===== config.mk =====
export PLATFORM = sky130hd
export DESIGN_NAME = usb_midi_packet_event_parser
export DESIGN_NICKNAME = d
export VERILOG_FILES = /design/src/design/upmep_pkg.sv /design/src/design/usb_midi_packet_event_parser.sv /design/src/design/upmep_ram.sv /design/src/design/upmep_ctrl.sv /design/src/design/upmep_dp.sv
export SDC_FILE = /design/constraint.sdc
export NUM_CORES = 1
export LEC_CHECK = 0
export BUFFER_PORTS_ARGS = -buffer_cell sky130_fd_sc_hd__buf_4
export CAP_MARGIN = 20
export CORE_ASPECT_RATIO = 0.8
export CORE_MARGIN = 10
export CORE_UTILIZATION = 50
export DETAILED_ROUTE_END_ITERATION = 16
export HOLD_SLACK_MARGIN = 0.06
export PLACE_DENSITY = 0.75
export SKIP_CTS_REPAIR_TIMING = 1
export SLEW_MARGIN = 10
export SYNTH_ARGS = -nofsm -noshare
export SYNTH_HDL_FRONTEND = slang
export SYNTH_SLANG_ARGS = --single-unit
export TNS_END_PERCENT = 20

===== constraint.sdc =====
create_clock -name aclk -period 13.2 [get_ports aclk]
set_clock_uncertainty 0.1 [all_clocks]
set_input_delay 0.66 -clock aclk [delete_from_list [all_inputs] [get_ports aclk]]
set_output_delay 0.66 -clock aclk [all_outputs]
set_load 0.05 [all_outputs]

===== src/design/upmep_pkg.sv =====
package upmep_pkg;

    // Field widths of the ports.
    localparam int VAL_W    = 8;
    localparam int KIND_W   = 4;
    localparam int CHAN_W   = 4;
    localparam int WIDE_W   = 15;
    localparam int ENABLE_W = 13;

    localparam int SYSEX_BYTES_DEF = 32;
    localparam logic [ENABLE_W-1:0] ENABLE_RESET = '1;

    // Result kinds.
    localparam logic [KIND_W-1:0] K_NOTE_ON    = 4'd0;
    localparam logic [KIND_W-1:0] K_NOTE_OFF   = 4'd1;
    localparam logic [KIND_W-1:0] K_CONTROL    = 4'd2;
    localparam logic [KIND_W-1:0] K_PROGRAM    = 4'd3;
    localparam logic [KIND_W-1:0] K_BEND       = 4'd4;
    localparam logic [KIND_W-1:0] K_CHAN_PRESS = 4'd5;
    localparam logic [KIND_W-1:0] K_POLY       = 4'd6;
    localparam logic [KIND_W-1:0] K_TIMECODE   = 4'd7;
    localparam logic [KIND_W-1:0] K_SONGPOS    = 4'd8;
    localparam logic [KIND_W-1:0] K_SONGSEL    = 4'd9;
    localparam logic [KIND_W-1:0] K_TUNE       = 4'd10;
    localparam logic [KIND_W-1:0] K_REALTIME   = 4'd11;
    localparam logic [KIND_W-1:0] K_SYSEX      = 4'd12;

    // MIDI byte codes.
    localparam logic [VAL_W-1:0] BYTE_RT_MIN   = 8'hF8;
    localparam logic [VAL_W-1:0] BYTE_SX_START = 8'hF0;
    localparam logic [VAL_W-1:0] BYTE_SX_END   = 8'hF7;
    localparam logic [VAL_W-1:0] BYTE_MTC      = 8'hF1;
    localparam logic [VAL_W-1:0] BYTE_SPP      = 8'hF2;
    localparam logic [VAL_W-1:0] BYTE_SSEL     = 8'hF3;
    localparam logic [VAL_W-1:0] BYTE_TUNE     = 8'hF6;

    // Status high nibbles.
    localparam logic [3:0] ST_NOTE_OFF = 4'h8;
    localparam logic [3:0] ST_NOTE_ON  = 4'h9;
    localparam logic [3:0] ST_POLY     = 4'hA;
    localparam logic [3:0] ST_CONTROL  = 4'hB;
    localparam logic [3:0] ST_PROGRAM  = 4'hC;
    localparam logic [3:0] ST_CHPRESS  = 4'hD;
    localparam logic [3:0] ST_BEND     = 4'hE;
    localparam logic [3:0] ST_SYSTEM   = 4'hF;

    typedef struct packed {
        logic [KIND_W-1:0] kind;
        logic [CHAN_W-1:0] channel;
        logic [VAL_W-1:0]  first_value;
        logic [VAL_W-1:0]  second_value;
        logic [WIDE_W-1:0] wide_value;
    } result_t;

    typedef struct packed {
        logic    hit;
        result_t res;
    } decode_t;

    typedef enum logic [2:0] {
        ST_IDLE,
        ST_SCAN,
        ST_DUMP_RD,
        ST_DUMP_EMIT,
        ST_FLUSH
    } state_t;

    typedef enum logic [1:0] {
        SEL_RT,
        SEL_SYSEX,
        SEL_DECODE
    } res_sel_t;

    // Commands from the controller to the datapath.
    typedef struct packed {
        logic     load;
        logic     idx_step;
        logic     sx_start;
        logic     sx_store;
        logic     sx_end;
        logic     dump_rd;
        logic     dump_step;
        logic     emit;
        res_sel_t sel;
        logic     flush;
    } cmd_t;

    // Status from the datapath to the controller.
    typedef struct packed {
        logic cur_zero;
        logic cur_rt;
        logic cur_f0;
        logic cur_f7;
        logic in_sysex;
        logic scan_done;
        logic rt_en;
        logic sx_en;
        logic decode_hit;
        logic dump_last;
        logic emit_ok;
    } status_t;

    // Decodes a packet as one channel voice or system common event.
    function automatic decode_t decode_packet(input logic [VAL_W-1:0] b0,
                                              input logic [VAL_W-1:0] b1,
                                              input logic [VAL_W-1:0] b2,
                                              input logic [ENABLE_W-1:0] en);
        decode_t           d;
        logic [WIDE_W-1:0] wide;
        d = '0;
        wide = {b2, 7'b0} | {7'b0, b1};
        d.res.channel = b0[3:0];
        unique case (b0[7:4])
            ST_NOTE_ON: begin
                d.res.first_value  = b1;
                d.res.second_value = b2;
                if (b2 != '0) begin
                    d.res.kind = K_NOTE_ON;
                    d.hit = en[K_NOTE_ON];
                end else begin
                    d.res.kind = K_NOTE_OFF;
                    d.hit = en[K_NOTE_OFF];
                end
            end
            ST_NOTE_OFF: begin
                d.res.kind = K_NOTE_OFF;
                d.res.first_value  = b1;
                d.res.second_value = b2;
                d.hit = en[K_NOTE_OFF];
            end
            ST_CONTROL: begin
                d.res.kind = K_CONTROL;
                d.res.first_value  = b1;
                d.res.second_value = b2;
                d.hit = en[K_CONTROL];
            end
            ST_PROGRAM: begin
                d.res.kind = K_PROGRAM;
                d.res.first_value = b1;
                d.hit = en[K_PROGRAM];
            end
            ST_BEND: begin
                d.res.kind = K_BEND;
                d.res.wide_value = wide;
                d.hit = en[K_BEND];
            end
            ST_CHPRESS: begin
                d.res.kind = K_CHAN_PRESS;
                d.res.first_value = b1;
                d.hit = en[K_CHAN_PRESS];
            end
            ST_POLY: begin
                d.res.kind = K_POLY;
                d.res.first_value  = b1;
                d.res.second_value = b2;
                d.hit = en[K_POLY];
            end
            ST_SYSTEM: begin
                d.res.channel = '0;
                priority case (b0)
                    BYTE_MTC: begin
                        d.res.kind = K_TIMECODE;
                        d.res.first_value  = {5'b0, b1[6:4]};
                        d.res.second_value = {4'b0, b1[3:0]};
                        d.hit = en[K_TIMECODE];
                    end
                    BYTE_SPP: begin
                        d.res.kind = K_SONGPOS;
                        d.res.wide_value = wide;
                        d.hit = en[K_SONGPOS];
                    end
                    BYTE_SSEL: begin
                        d.res.kind = K_SONGSEL;
                        d.res.first_value = b1;
                        d.hit = en[K_SONGSEL];
                    end
                    BYTE_TUNE: begin
                        d.res.kind = K_TUNE;
                        d.hit = en[K_TUNE];
                    end
                    default: begin
                        d.hit = 1'b0;
                    end
                endcase
            end
            default: begin
                d.hit = 1'b0;
            end
        endcase
        return d;
    endfunction

endpackage


===== src/design/usb_midi_packet_event_parser.sv =====
// Flow: a packet is accepted in idle, its three bytes are scanned in turn, and a decoded
// event, if any, is staged; the last result of the packet then moves to the output register.
// A new packet is taken only once the last one is closed; a SysEx dump reads and emits each
// stored byte in turn and holds intake meanwhile; a full staging and output pair stalls the scan.
// Reset: synchronous, active low; clears the controller, the SysEx flag and counters, the
// staging and output valid flags, and sets every event enable bit. The SysEx store is not cleared.
module usb_midi_packet_event_parser #(
    parameter int SYSEX_BYTES = upmep_pkg::SYSEX_BYTES_DEF
) (
    input  logic                             aclk,
    input  logic                             aresetn,
    input  logic                             s_valid,
    output logic                             s_ready,
    input  logic [upmep_pkg::VAL_W-1:0]      s_status_byte,
    input  logic [upmep_pkg::VAL_W-1:0]      s_first_data,
    input  logic [upmep_pkg::VAL_W-1:0]      s_second_data,
    input  logic                             cfg_valid,
    output logic                             cfg_ready,
    input  logic [upmep_pkg::ENABLE_W-1:0]   cfg_event_enable,
    output logic                             m_valid,
    input  logic                             m_ready,
    output logic [upmep_pkg::KIND_W-1:0]     m_event_kind,
    output logic [upmep_pkg::CHAN_W-1:0]     m_channel,
    output logic [upmep_pkg::VAL_W-1:0]      m_first_value,
    output logic [upmep_pkg::VAL_W-1:0]      m_second_value,
    output logic [upmep_pkg::WIDE_W-1:0]     m_wide_value,
    output logic                             m_last
);

    import upmep_pkg::*;

    cmd_t    cmd;
    status_t status;

    // The enable register takes a write in any cycle.
    assign cfg_ready = 1'b1;

    upmep_ctrl u_ctrl (
        .aclk    (aclk),
        .aresetn (aresetn),
        .s_valid (s_valid),
        .s_ready (s_ready),
        .status  (status),
        .cmd     (cmd)
    );

    upmep_dp #(
        .SYSEX_BYTES (SYSEX_BYTES)
    ) u_dp (
        .aclk             (aclk),
        .aresetn          (aresetn),
        .s_status_byte    (s_status_byte),
        .s_first_data     (s_first_data),
        .s_second_data    (s_second_data),
        .cfg_valid        (cfg_valid),
        .cfg_event_enable (cfg_event_enable),
        .m_ready          (m_ready),
        .m_valid          (m_valid),
        .m_event_kind     (m_event_kind),
        .m_channel        (m_channel),
        .m_first_value    (m_first_value),
        .m_second_value   (m_second_value),
        .m_wide_value     (m_wide_value),
        .m_last           (m_last),
        .cmd              (cmd),
        .status           (status)
    );

endmodule


===== src/design/upmep_ram.sv =====
module upmep_ram #(
    parameter int WIDTH = 8,
    parameter int DEPTH = 32
) (
    input  logic                     aclk,
    input  logic                     wr_en,
    input  logic [$clog2(DEPTH)-1:0] wr_addr,
    input  logic [WIDTH-1:0]         wr_data,
    input  logic                     rd_en,
    input  logic [$clog2(DEPTH)-1:0] rd_addr,
    output logic [WIDTH-1:0]         rd_data
);

    logic [WIDTH-1:0] mem_reg [DEPTH];
    logic [WIDTH-1:0] rd_data_reg;

    // One write port and one registered read port.
    always_ff @(posedge aclk) begin
        if (wr_en) begin
            mem_reg[wr_addr] <= wr_data;
        end
        if (rd_en) begin
            rd_data_reg <= mem_reg[rd_addr];
        end
    end

    assign rd_data = rd_data_reg;

endmodule


===== src/design/upmep_ctrl.sv =====
module upmep_ctrl (
    input  logic                aclk,
    input  logic                aresetn,
    input  logic                s_valid,
    output logic                s_ready,
    input  upmep_pkg::status_t  status,
    output upmep_pkg::cmd_t     cmd
);

    import upmep_pkg::*;

    state_t state_reg;
    state_t state_next;

    // State register.
    always_ff @(posedge aclk) begin
        if (!aresetn) begin
            state_reg <= ST_IDLE;
        end else begin
            state_reg <= state_next;
        end
    end

    // Next state and commands.
    always_comb begin
        state_next = state_reg;
        cmd = '0;
        cmd.sel = SEL_RT;
        s_ready = 1'b0;
        unique case (state_reg)
            ST_IDLE: begin
                s_ready = 1'b1;
                if (s_valid) begin
                    cmd.load = 1'b1;
                    state_next = ST_SCAN;
                end
            end
            ST_SCAN: begin
                priority if (status.scan_done) begin
                    // All three bytes seen: decode the packet, or close it.
                    if (status.decode_hit) begin
                        if (status.emit_ok) begin
                            cmd.emit = 1'b1;
                            cmd.sel = SEL_DECODE;
                            state_next = ST_FLUSH;
                        end
                    end else if (status.emit_ok) begin
                        cmd.flush = 1'b1;
                        state_next = ST_IDLE;
                    end
                end else if (status.cur_zero) begin
                    cmd.idx_step = 1'b1;
                end else if (status.cur_rt) begin
                    if (!status.rt_en) begin
                        cmd.idx_step = 1'b1;
                    end else if (status.emit_ok) begin
                        cmd.emit = 1'b1;
                        cmd.sel = SEL_RT;
                        cmd.idx_step = 1'b1;
                    end
                end else if (status.in_sysex) begin
                    cmd.sx_store = 1'b1;
                    cmd.idx_step = 1'b1;
                    if (status.cur_f7) begin
                        cmd.sx_end = 1'b1;
                        if (status.sx_en) begin
                            state_next = ST_DUMP_RD;
                        end
                    end
                end else if (status.cur_f0) begin
                    cmd.sx_start = 1'b1;
                    cmd.idx_step = 1'b1;
                end else begin
                    cmd.idx_step = 1'b1;
                end
            end
            ST_DUMP_RD: begin
                cmd.dump_rd = 1'b1;
                state_next = ST_DUMP_EMIT;
            end
            ST_DUMP_EMIT: begin
                if (status.emit_ok) begin
                    cmd.emit = 1'b1;
                    cmd.sel = SEL_SYSEX;
                    if (status.dump_last) begin
                        state_next = ST_SCAN;
                    end else begin
                        cmd.dump_step = 1'b1;
                        state_next = ST_DUMP_RD;
                    end
                end
            end
            ST_FLUSH: begin
                if (status.emit_ok) begin
                    cmd.flush = 1'b1;
                    state_next = ST_IDLE;
                end
            end
            default: begin
                state_next = ST_IDLE;
            end
        endcase
    end

endmodule


===== src/design/upmep_dp.sv =====
module upmep_dp #(
    parameter int SYSEX_BYTES = upmep_pkg::SYSEX_BYTES_DEF
) (
    input  logic                             aclk,
    input  logic                             aresetn,
    input  logic [upmep_pkg::VAL_W-1:0]      s_status_byte,
    input  logic [upmep_pkg::VAL_W-1:0]      s_first_data,
    input  logic [upmep_pkg::VAL_W-1:0]      s_second_data,
    input  logic                             cfg_valid,
    input  logic [upmep_pkg::ENABLE_W-1:0]   cfg_event_enable,
    input  logic                             m_ready,
    output logic                             m_valid,
    output logic [upmep_pkg::KIND_W-1:0]     m_event_kind,
    output logic [upmep_pkg::CHAN_W-1:0]     m_channel,
    output logic [upmep_pkg::VAL_W-1:0]      m_first_value,
    output logic [upmep_pkg::VAL_W-1:0]      m_second_value,
    output logic [upmep_pkg::WIDE_W-1:0]     m_wide_value,
    output logic                             m_last,
    input  upmep_pkg::cmd_t                  cmd,
    output upmep_pkg::status_t               status
);

    import upmep_pkg::*;

    localparam int AW    = $clog2(SYSEX_BYTES);
    localparam int CNT_W = $clog2(SYSEX_BYTES + 1);
    localparam logic [CNT_W-1:0] CAP = CNT_W'(SYSEX_BYTES);

    // Packet bytes and scan position.
    logic [VAL_W-1:0]    b0_reg, b1_reg, b2_reg;
    logic [1:0]          idx_reg, idx_next;
    logic                touched_reg, touched_next;
    // SysEx collection state.
    logic                in_sysex_reg, in_sysex_next;
    logic [CNT_W-1:0]    count_reg, count_next;
    logic [CNT_W-1:0]    dump_len_reg, dump_len_next;
    logic [AW-1:0]       dump_idx_reg, dump_idx_next;
    logic [ENABLE_W-1:0] enable_reg, enable_next;
    // Staging register and output register.
    logic                pend_valid_reg, pend_valid_next;
    result_t             pend_reg, pend_next;
    logic                m_valid_reg, m_valid_next;
    result_t             m_res_reg, m_res_next;
    logic                m_last_reg, m_last_next;

    logic [VAL_W-1:0]    cur_byte;
    logic                count_lt;
    logic [CNT_W-1:0]    count_inc;
    logic                store_wr_en;
    logic [AW-1:0]       store_wr_addr;
    logic [VAL_W-1:0]    store_q;
    decode_t             dec;
    result_t             new_res;
    logic                out_free;

    // Byte under the scan pointer; position three means the scan is over.
    always_comb begin
        unique case (idx_reg)
            2'd0:    cur_byte = b0_reg;
            2'd1:    cur_byte = b1_reg;
            2'd2:    cur_byte = b2_reg;
            default: cur_byte = '0;
        endcase
    end

    // SysEx store.
    assign count_lt      = count_reg < CAP;
    assign count_inc     = count_reg + (count_lt ? CNT_W'(1) : CNT_W'(0));
    assign store_wr_en   = cmd.sx_start || (cmd.sx_store && count_lt);
    assign store_wr_addr = cmd.sx_start ? AW'(0) : count_reg[AW-1:0];

    upmep_ram #(
        .WIDTH (VAL_W),
        .DEPTH (SYSEX_BYTES)
    ) u_store (
        .aclk    (aclk),
        .wr_en   (store_wr_en),
        .wr_addr (store_wr_addr),
        .wr_data (cur_byte),
        .rd_en   (cmd.dump_rd),
        .rd_addr (dump_idx_reg),
        .rd_data (store_q)
    );

    // Event decode of the whole packet.
    assign dec = decode_packet(b0_reg, b1_reg, b2_reg, enable_reg);

    // Result selected for a new transaction.
    always_comb begin
        new_res = '0;
        unique case (cmd.sel)
            SEL_RT: begin
                new_res.kind = K_REALTIME;
                new_res.first_value = cur_byte;
            end
            SEL_SYSEX: begin
                new_res.kind = K_SYSEX;
                new_res.first_value = store_q;
                new_res.wide_value = WIDE_W'(dump_len_reg);
            end
            SEL_DECODE: begin
                new_res = dec.res;
            end
            default: begin
                new_res = '0;
            end
        endcase
    end

    assign out_free = !m_valid_reg || m_ready;

    // Next state of the scan and SysEx registers.
    always_comb begin
        idx_next      = idx_reg;
        touched_next  = touched_reg;
        in_sysex_next = in_sysex_reg;
        count_next    = count_reg;
        dump_len_next = dump_len_reg;
        dump_idx_next = dump_idx_reg;
        enable_next   = enable_reg;
        if (cmd.load) begin
            idx_next = '0;
            touched_next = 1'b0;
        end
        if (cmd.idx_step) begin
            idx_next = idx_reg + 2'd1;
        end
        if (cmd.sx_start) begin
            in_sysex_next = 1'b1;
            count_next = CNT_W'(1);
            touched_next = 1'b1;
        end
        if (cmd.sx_store) begin
            count_next = count_inc;
            touched_next = 1'b1;
        end
        if (cmd.sx_end) begin
            in_sysex_next = 1'b0;
            count_next = '0;
            dump_len_next = count_inc;
            dump_idx_next = '0;
        end
        if (cmd.dump_step) begin
            dump_idx_next = dump_idx_reg + AW'(1);
        end
        if (cfg_valid) begin
            enable_next = cfg_event_enable;
        end
    end

    // One result waits in staging until the next one or the packet end shows
    // whether it is the last of its packet.
    always_comb begin
        m_valid_next    = m_valid_reg && !m_ready;
        m_res_next      = m_res_reg;
        m_last_next     = m_last_reg;
        pend_valid_next = pend_valid_reg;
        pend_next       = pend_reg;
        if (cmd.emit) begin
            if (pend_valid_reg) begin
                m_valid_next = 1'b1;
                m_res_next = pend_reg;
                m_last_next = 1'b0;
            end
            pend_valid_next = 1'b1;
            pend_next = new_res;
        end else if (cmd.flush && pend_valid_reg) begin
            m_valid_next = 1'b1;
            m_res_next = pend_reg;
            m_last_next = 1'b1;
            pend_valid_next = 1'b0;
        end
    end

    // Control registers.
    always_ff @(posedge aclk) begin
        if (!aresetn) begin
            idx_reg        <= '0;
            touched_reg    <= 1'b0;
            in_sysex_reg   <= 1'b0;
            count_reg      <= '0;
            dump_idx_reg   <= '0;
            enable_reg     <= ENABLE_RESET;
            pend_valid_reg <= 1'b0;
            m_valid_reg    <= 1'b0;
        end else begin
            idx_reg        <= idx_next;
            touched_reg    <= touched_next;
            in_sysex_reg   <= in_sysex_next;
            count_reg      <= count_next;
            dump_idx_reg   <= dump_idx_next;
            enable_reg     <= enable_next;
            pend_valid_reg <= pend_valid_next;
            m_valid_reg    <= m_valid_next;
        end
    end

    // Payload registers.
    always_ff @(posedge aclk) begin
        if (cmd.load) begin
            b0_reg <= s_status_byte;
            b1_reg <= s_first_data;
            b2_reg <= s_second_data;
        end
        dump_len_reg <= dump_len_next;
        pend_reg     <= pend_next;
        m_res_reg    <= m_res_next;
        m_last_reg   <= m_last_next;
    end

    // Status toward the controller.
    always_comb begin
        status.cur_zero   = cur_byte == '0;
        status.cur_rt     = cur_byte >= BYTE_RT_MIN;
        status.cur_f0     = cur_byte == BYTE_SX_START;
        status.cur_f7     = cur_byte == BYTE_SX_END;
        status.in_sysex   = in_sysex_reg;
        status.scan_done  = idx_reg == 2'd3;
        status.rt_en      = enable_reg[K_REALTIME];
        status.sx_en      = enable_reg[K_SYSEX];
        status.decode_hit = dec.hit && !touched_reg && !in_sysex_reg;
        status.dump_last  = (CNT_W'(dump_idx_reg) + CNT_W'(1)) == dump_len_reg;
        status.emit_ok    = !pend_valid_reg || out_free;
    end

    assign m_valid        = m_valid_reg;
    assign m_event_kind   = m_res_reg.kind;
    assign m_channel      = m_res_reg.channel;
    assign m_first_value  = m_res_reg.first_value;
    assign m_second_value = m_res_reg.second_value;
    assign m_wide_value   = m_res_reg.wide_value;
    assign m_last         = m_last_reg;

endmodule


==> Word-level counts from Yosys, hierarchy flattened <==
Memories as Yosys holds them, arrays and structs flattened. A register that Yosys moved wholly into a read port is not among the register bits.
Index checks and enable logic that the tools add are counted.
{ "classes": {"add_sub_neg": 4, "order_cmp": 2, "n_eq_ne": 33, "muxes": 82, "bitwise": 3, "n_reduce_logical": 29} }
{ "ops": {"columns": ["operator", "n"], "rows": [
  ["$mux 39", 3],
  ["$mux 3", 20],
  ["$pmux 15 s2", 2],
  ["$eq 8x8->1 const B", 6],
  ["$pmux 8 s2", 3],
  ["$pmux 8 s3", 2],
  ["$eq 4x4->1 const B", 8],
  ["$pmux 4 s8", 1],
  ["$mux 1", 29],
  ["$mux 5", 4],
  ["$mux 4", 4],
  ["$pmux 4 s4", 1],
  ["$mux 15", 1],
  ["$or 15x8->15", 1],
  ["$pmux 3 s5", 1],
  ["$mux 6", 2],
  ["$pmux 4 s3", 1],
  ["$ne 3x3->1 const B", 3],
  ["$ge 8x8->1 const B", 1],
  ["$logic_not 8->1", 1],
  ["$mux 2", 4],
  ["$pmux 1 s8", 1],
  ["$reduce_and 8->1", 1],
  ["$reduce_bool 2->1", 4],
  ["30 further kinds", 49]
]} }
{ "word_totals": {"regBits": 142, "mem_bits_rw": 256, "inputBits": 42, "output_inout_bits": 43, "wordCells": 178, "n_memories": 1} }
{ "mem_list": {"columns": ["name", "words", "width", "read_ports", "rd_ports_with_merged_regs", "wr", "line_no", "text"], "rows": [
  ["u_dp.u_store.mem_reg", 32, 8, 1, 1, 1, "upmep_ram.sv:14", "logic [WIDTH-1:0] mem_reg [DEPTH];"]
]} }

==> Logic depth before layout (Yosys ltp) <==
{ "logic_depth": {"word_depth": 13, "mapped_depth": 12, "ltp_nobuf": 11} }

==> Modules after synthesis <==
Synthesis repeated with hierarchy kept, for this count alone.
{ "hier_totals": {"hier_cells": 911, "hier_area_um2": 16368.2} }
{ "modules_own_cells": {"columns": ["mod", "instances", "cells_each", "area_per_inst_um2", "seq_area_each_um2"], "rows": [
  ["upmep_ram", 1, 417, 10133.5, 7927.6],
  ["upmep_dp", 1, 442, 5848.1, 3873.7],
  ["upmep_ctrl", 1, 50, 375.4, 60.1],
  ["usb_midi_packet_event_parser", 1, 2, 11.3, 0.0]
]} }

==> Worst setup path after synthesis <==
OpenSTA, ideal clock, no wires.
{ "synth_timing": {"path_kind": "flip-flop to flip-flop", "from": "register u_dp.idx_reg[0]", "to": "register u_dp.m_res_reg (netlist bit u_dp.m_channel[0]), enable pin", "setup_ns": 0.400, "t_arrival_ns": 4.340, "t_required_ns": 12.700, "slack_ns": 8.360, "stages_incl_launch_ff": 11, "path_buffers": 1, "period_less_slack_ns": 4.840, "cell_sequence": "dfxtp_1 inv_1 ha_1 buf_2 a222oi_1 nor2_1 and4_4 and3_1 a21oi_1 nand2_1 o21a_1"} }
{ "synth_rtl": {"columns": ["item", "line_no", "text"], "rows": [
  ["start: declaration", "upmep_dp.sv:31", "logic [1:0] idx_reg, idx_next;"],
  ["start signal: assignment", "upmep_dp.sv:187", "idx_reg <= idx_next;"],
  ["end signal: assignment", "upmep_dp.sv:207", "m_res_reg <= m_res_next;"],
  ["end: declaration", "upmep_dp.sv:43", "result_t m_res_reg, m_res_next;"]
]} }

==> out/results.tsv <==
stage	metric	value	unit
layout	register_area	0.0119	sq mm
place	portBuffers	83	
place	place_ws	8.84	ns
layout	final_common_cell	edfxtp_1	
grt	gr-total-overflow	0	
run	cap_viol_max_count	0	
place	dpl-instance-area	0.0173	sq mm
layout	area_delta_synth_final	14.0	%
worst_setup_path	reg2reg_from	u_dp.b0_reg[6]	
layout	final_area	0.0186	sq mm
logic_synthesis	synthDistinctLibCells	66	
grt	antenna_found_initial	2	
sta	layout_min_cycle_time	4.57	ns
sta	slew_headroom	23.9	%
layout	final_cell_mix	edfxtp_1 (373), buf_4 (94), mux4_2 (80)	
clock_tree	insertion_delay	0.53	ns
logic_synthesis	synth_seq_cells	406	
clock_tree	clockBufferDepth	3	
worst_hold_path	hp-start	s_first_data[1]	
floorplan	die_h	181	microns
logic_synthesis	synthesis.nets	969	
sta	max_freq	0.219	GHz
layout	largest_reg_flops	256	
routing	vias_per_cell	6.03	
logic_synthesis	syn_inst	916	
sta	hold_viol_final	0	
clock_tree	path_clk_slew	0.06	ns
logic_synthesis	async_flop_share	0	%
sta	rsz0062_at_grt	no	
routing	vias	8751	
sta	fin_tns_setup	0	ns
sta	min_period_over_period	34.7	%
place	place.gp.congestion	0.953	
clock_tree	cts_made_buffers	40	
floorplan	core	0.0318	sq mm
sta	setup_violations	0	
worst_setup_path	endpoint_kind	flip-flop	
logic_synthesis	ys_warn_count	0	
logic_synthesis	syn-cell-area	0.0163	sq mm
grt	grt_usage	17.5	%
grt	grt_pass1_wl	54200	microns
routing	ant_nets	0	
floorplan	die_w	222	microns
power	ir_drop	0.118	mV
logic_synthesis	synthFlopType	edfxtp_1	
power	power_density	144	mW/mm^2
grt	grt_pass1_vias	8666	
worst_hold_path	hold-path-endpoint	u_dp.b1_reg[1]	
clock_tree	cts_tree	built	
logic_synthesis	avgSynthCellArea	17.8	sq um
layout	fillers	2330	
layout	multi_input_area	0.00414	sq mm
sta	tightestPinTransition	1.14	ns
logic_synthesis	ys_seq_area_share	72.9	%
routing	routedWlPerCell	24.6	microns
clock_tree	cts_num_sinks	406	
routing	firstDrtPassIters	9	
routing	drc	0	
layout	nets	1056	
routing	drt_iter0_markers	1205	
power	p_leak	6.00	nW
worst_hold_path	hold_path_depth	1	
layout	diodes	0	
clock_tree	cts_root_buffer	clkbuf_16	
floorplan	start_util	51.2	%
routing	drt-total-wl	35700	microns
floorplan	die-area	0.0402	sq mm
worst_setup_path	reg2reg_slack	8.63	ns
sta	report.final.slew_viol_count	0	
place	hpwl	24000	microns
layout	utilization	58.4	%
worst_setup_path	crit_type	reg -> reg	
floorplan	core.rowCount	58	
worst_setup_path	critPathMaxFanout	15	
grt	grt_max_degree	51	
worst_hold_path	hold_class	in -> reg	
logic_synthesis	synth_edf_count	373	
worst_setup_path	reg2reg_to	u_dp.pend_reg[14]	
sta	setup_slack	8.63	ns
worst_setup_path	reg2reg_depth	11	
clock_tree	htreeDepth	2	
floorplan	pin_count	85	
worst_setup_path	critical_path_required	13.50	ns
worst_setup_path	cp-start-kind	flip-flop	
status	outcome	finished clean	
layout	drive_gt1_share	26.0	%
worst_setup_path	critPathArrivalTime	4.87	ns
[critical path, stage by stage (launching register included)]
cell,delay (ns)
edfxtp_1,0.59
nor2b_1,0.52
nand3b_1,0.14
a21oi_1,0.21
o211ai_1,0.16
or3_1,0.47
inv_1,0.12
ha_1,0.45
nand2_1,0.22
nor3_1,0.71
nor2b_1,0.55
and2_1,0.21
[cell families (layout without fill, tap and decap cells)]
kind of cell	count (synthesis)	in the layout	share of synthesized area (%)
DFF	406	406	72.9
and+or+nand+nor	214	214	6.51
muxes	109	109	13.0
AOI/OAI and AO/OA	97	97	4.46
buffers and inverters	70	186	1.79
adders and majority gates	11	11	0.846
xor gates and xnor gates	8	8	0.515
other	1	1	0.0230
[per-stage QoR]
step / power [mW] / hold WS, ns / cells
global route: 2.76 / 0.189 / 1452
finish: 2.67 / 0.202 / 1452
detailed placement: 1.64 / 0.305 / 1381
global placement: 1.63 / 0.302 / 1380
floorplan: 1.57 / 0.300 / 916
CTS: 2.69 / 0.182 / 1452
[layer usage]
metal / part of all wire, % / GRT usage [%] / vias up
met2: 46 / 26.4 / 381
li1: - / - / 3839
met4: 1.9 / 4.27 / 0
met5: 0 / 0 / -
met1: 44 / 25.3 / 4476
met3: 8.1 / 3.84 / 55
[Yosys cell counts (4+ instances only)]
library cell | n | area share [%]
a211oi_1 | 4 | 0.18
a21o_1 | 4 | 0.18
a21oi_1 | 22 | 0.68
a222oi_1 | 16 | 0.98
a22oi_1 | 11 | 0.51
and2_1 | 10 | 0.38
and3_1 | 10 | 0.38
buf_1 | 8 | 0.18
buf_2 | 8 | 0.25
clkbuf_1 | 31 | 0.72
dfxtp_1 | 33 | 4.1
edfxtp_1 | 373 | 69
ha_1 | 11 | 0.85
inv_1 | 19 | 0.44
mux2_2 | 12 | 0.83
mux2i_1 | 17 | 1.0
mux4_2 | 80 | 11
nand2_1 | 34 | 0.78
nand2b_1 | 9 | 0.35
nand3_1 | 31 | 0.95
nand4_1 | 10 | 0.38
nor2_1 | 72 | 1.7
nor2b_1 | 11 | 0.42
nor3_1 | 6 | 0.18
o21ai_0 | 8 | 0.25
xnor2_1 | 5 | 0.27
[report_power, final]
part / internal (mW) / switching, mW / total [mW] / leakage, nW
combinational: 0.0473 / 0.101 / 0.148 / 1.76
sequential: 1.45 / 0.0178 / 1.47 / 3.65
clock: 0.595 / 0.460 / 1.05 / 0.592
[worst max path at each step]
stage                               start           endpoint  slack, ns  cells after the start
final                      u_dp.b0_reg[6]  u_dp.pend_reg[14]       8.63                     11
after global routing       u_dp.b0_reg[6]  u_dp.pend_reg[14]       8.32                     11
after CTS                  u_dp.b0_reg[6]  u_dp.pend_reg[14]       8.81                     11
after detailed placement   u_dp.b0_reg[6]  u_dp.pend_reg[14]       8.84                     11
after global placement     u_dp.b0_reg[6]  u_dp.pend_reg[13]       9.00                     11
after floorplan           u_dp.idx_reg[0]  u_dp.m_channel[0]       8.36                     10
[area by class of cell]
class	count	area share (%)
flip-flops and latches	406	64.0
clock buffers	48	5.73
clock inverters	23	0.803
well taps	420	2.83
multi-input cells	440	22.3
repair buffers	95	3.95
inverters	20	0.405
(Power assumes the default switching activity.)
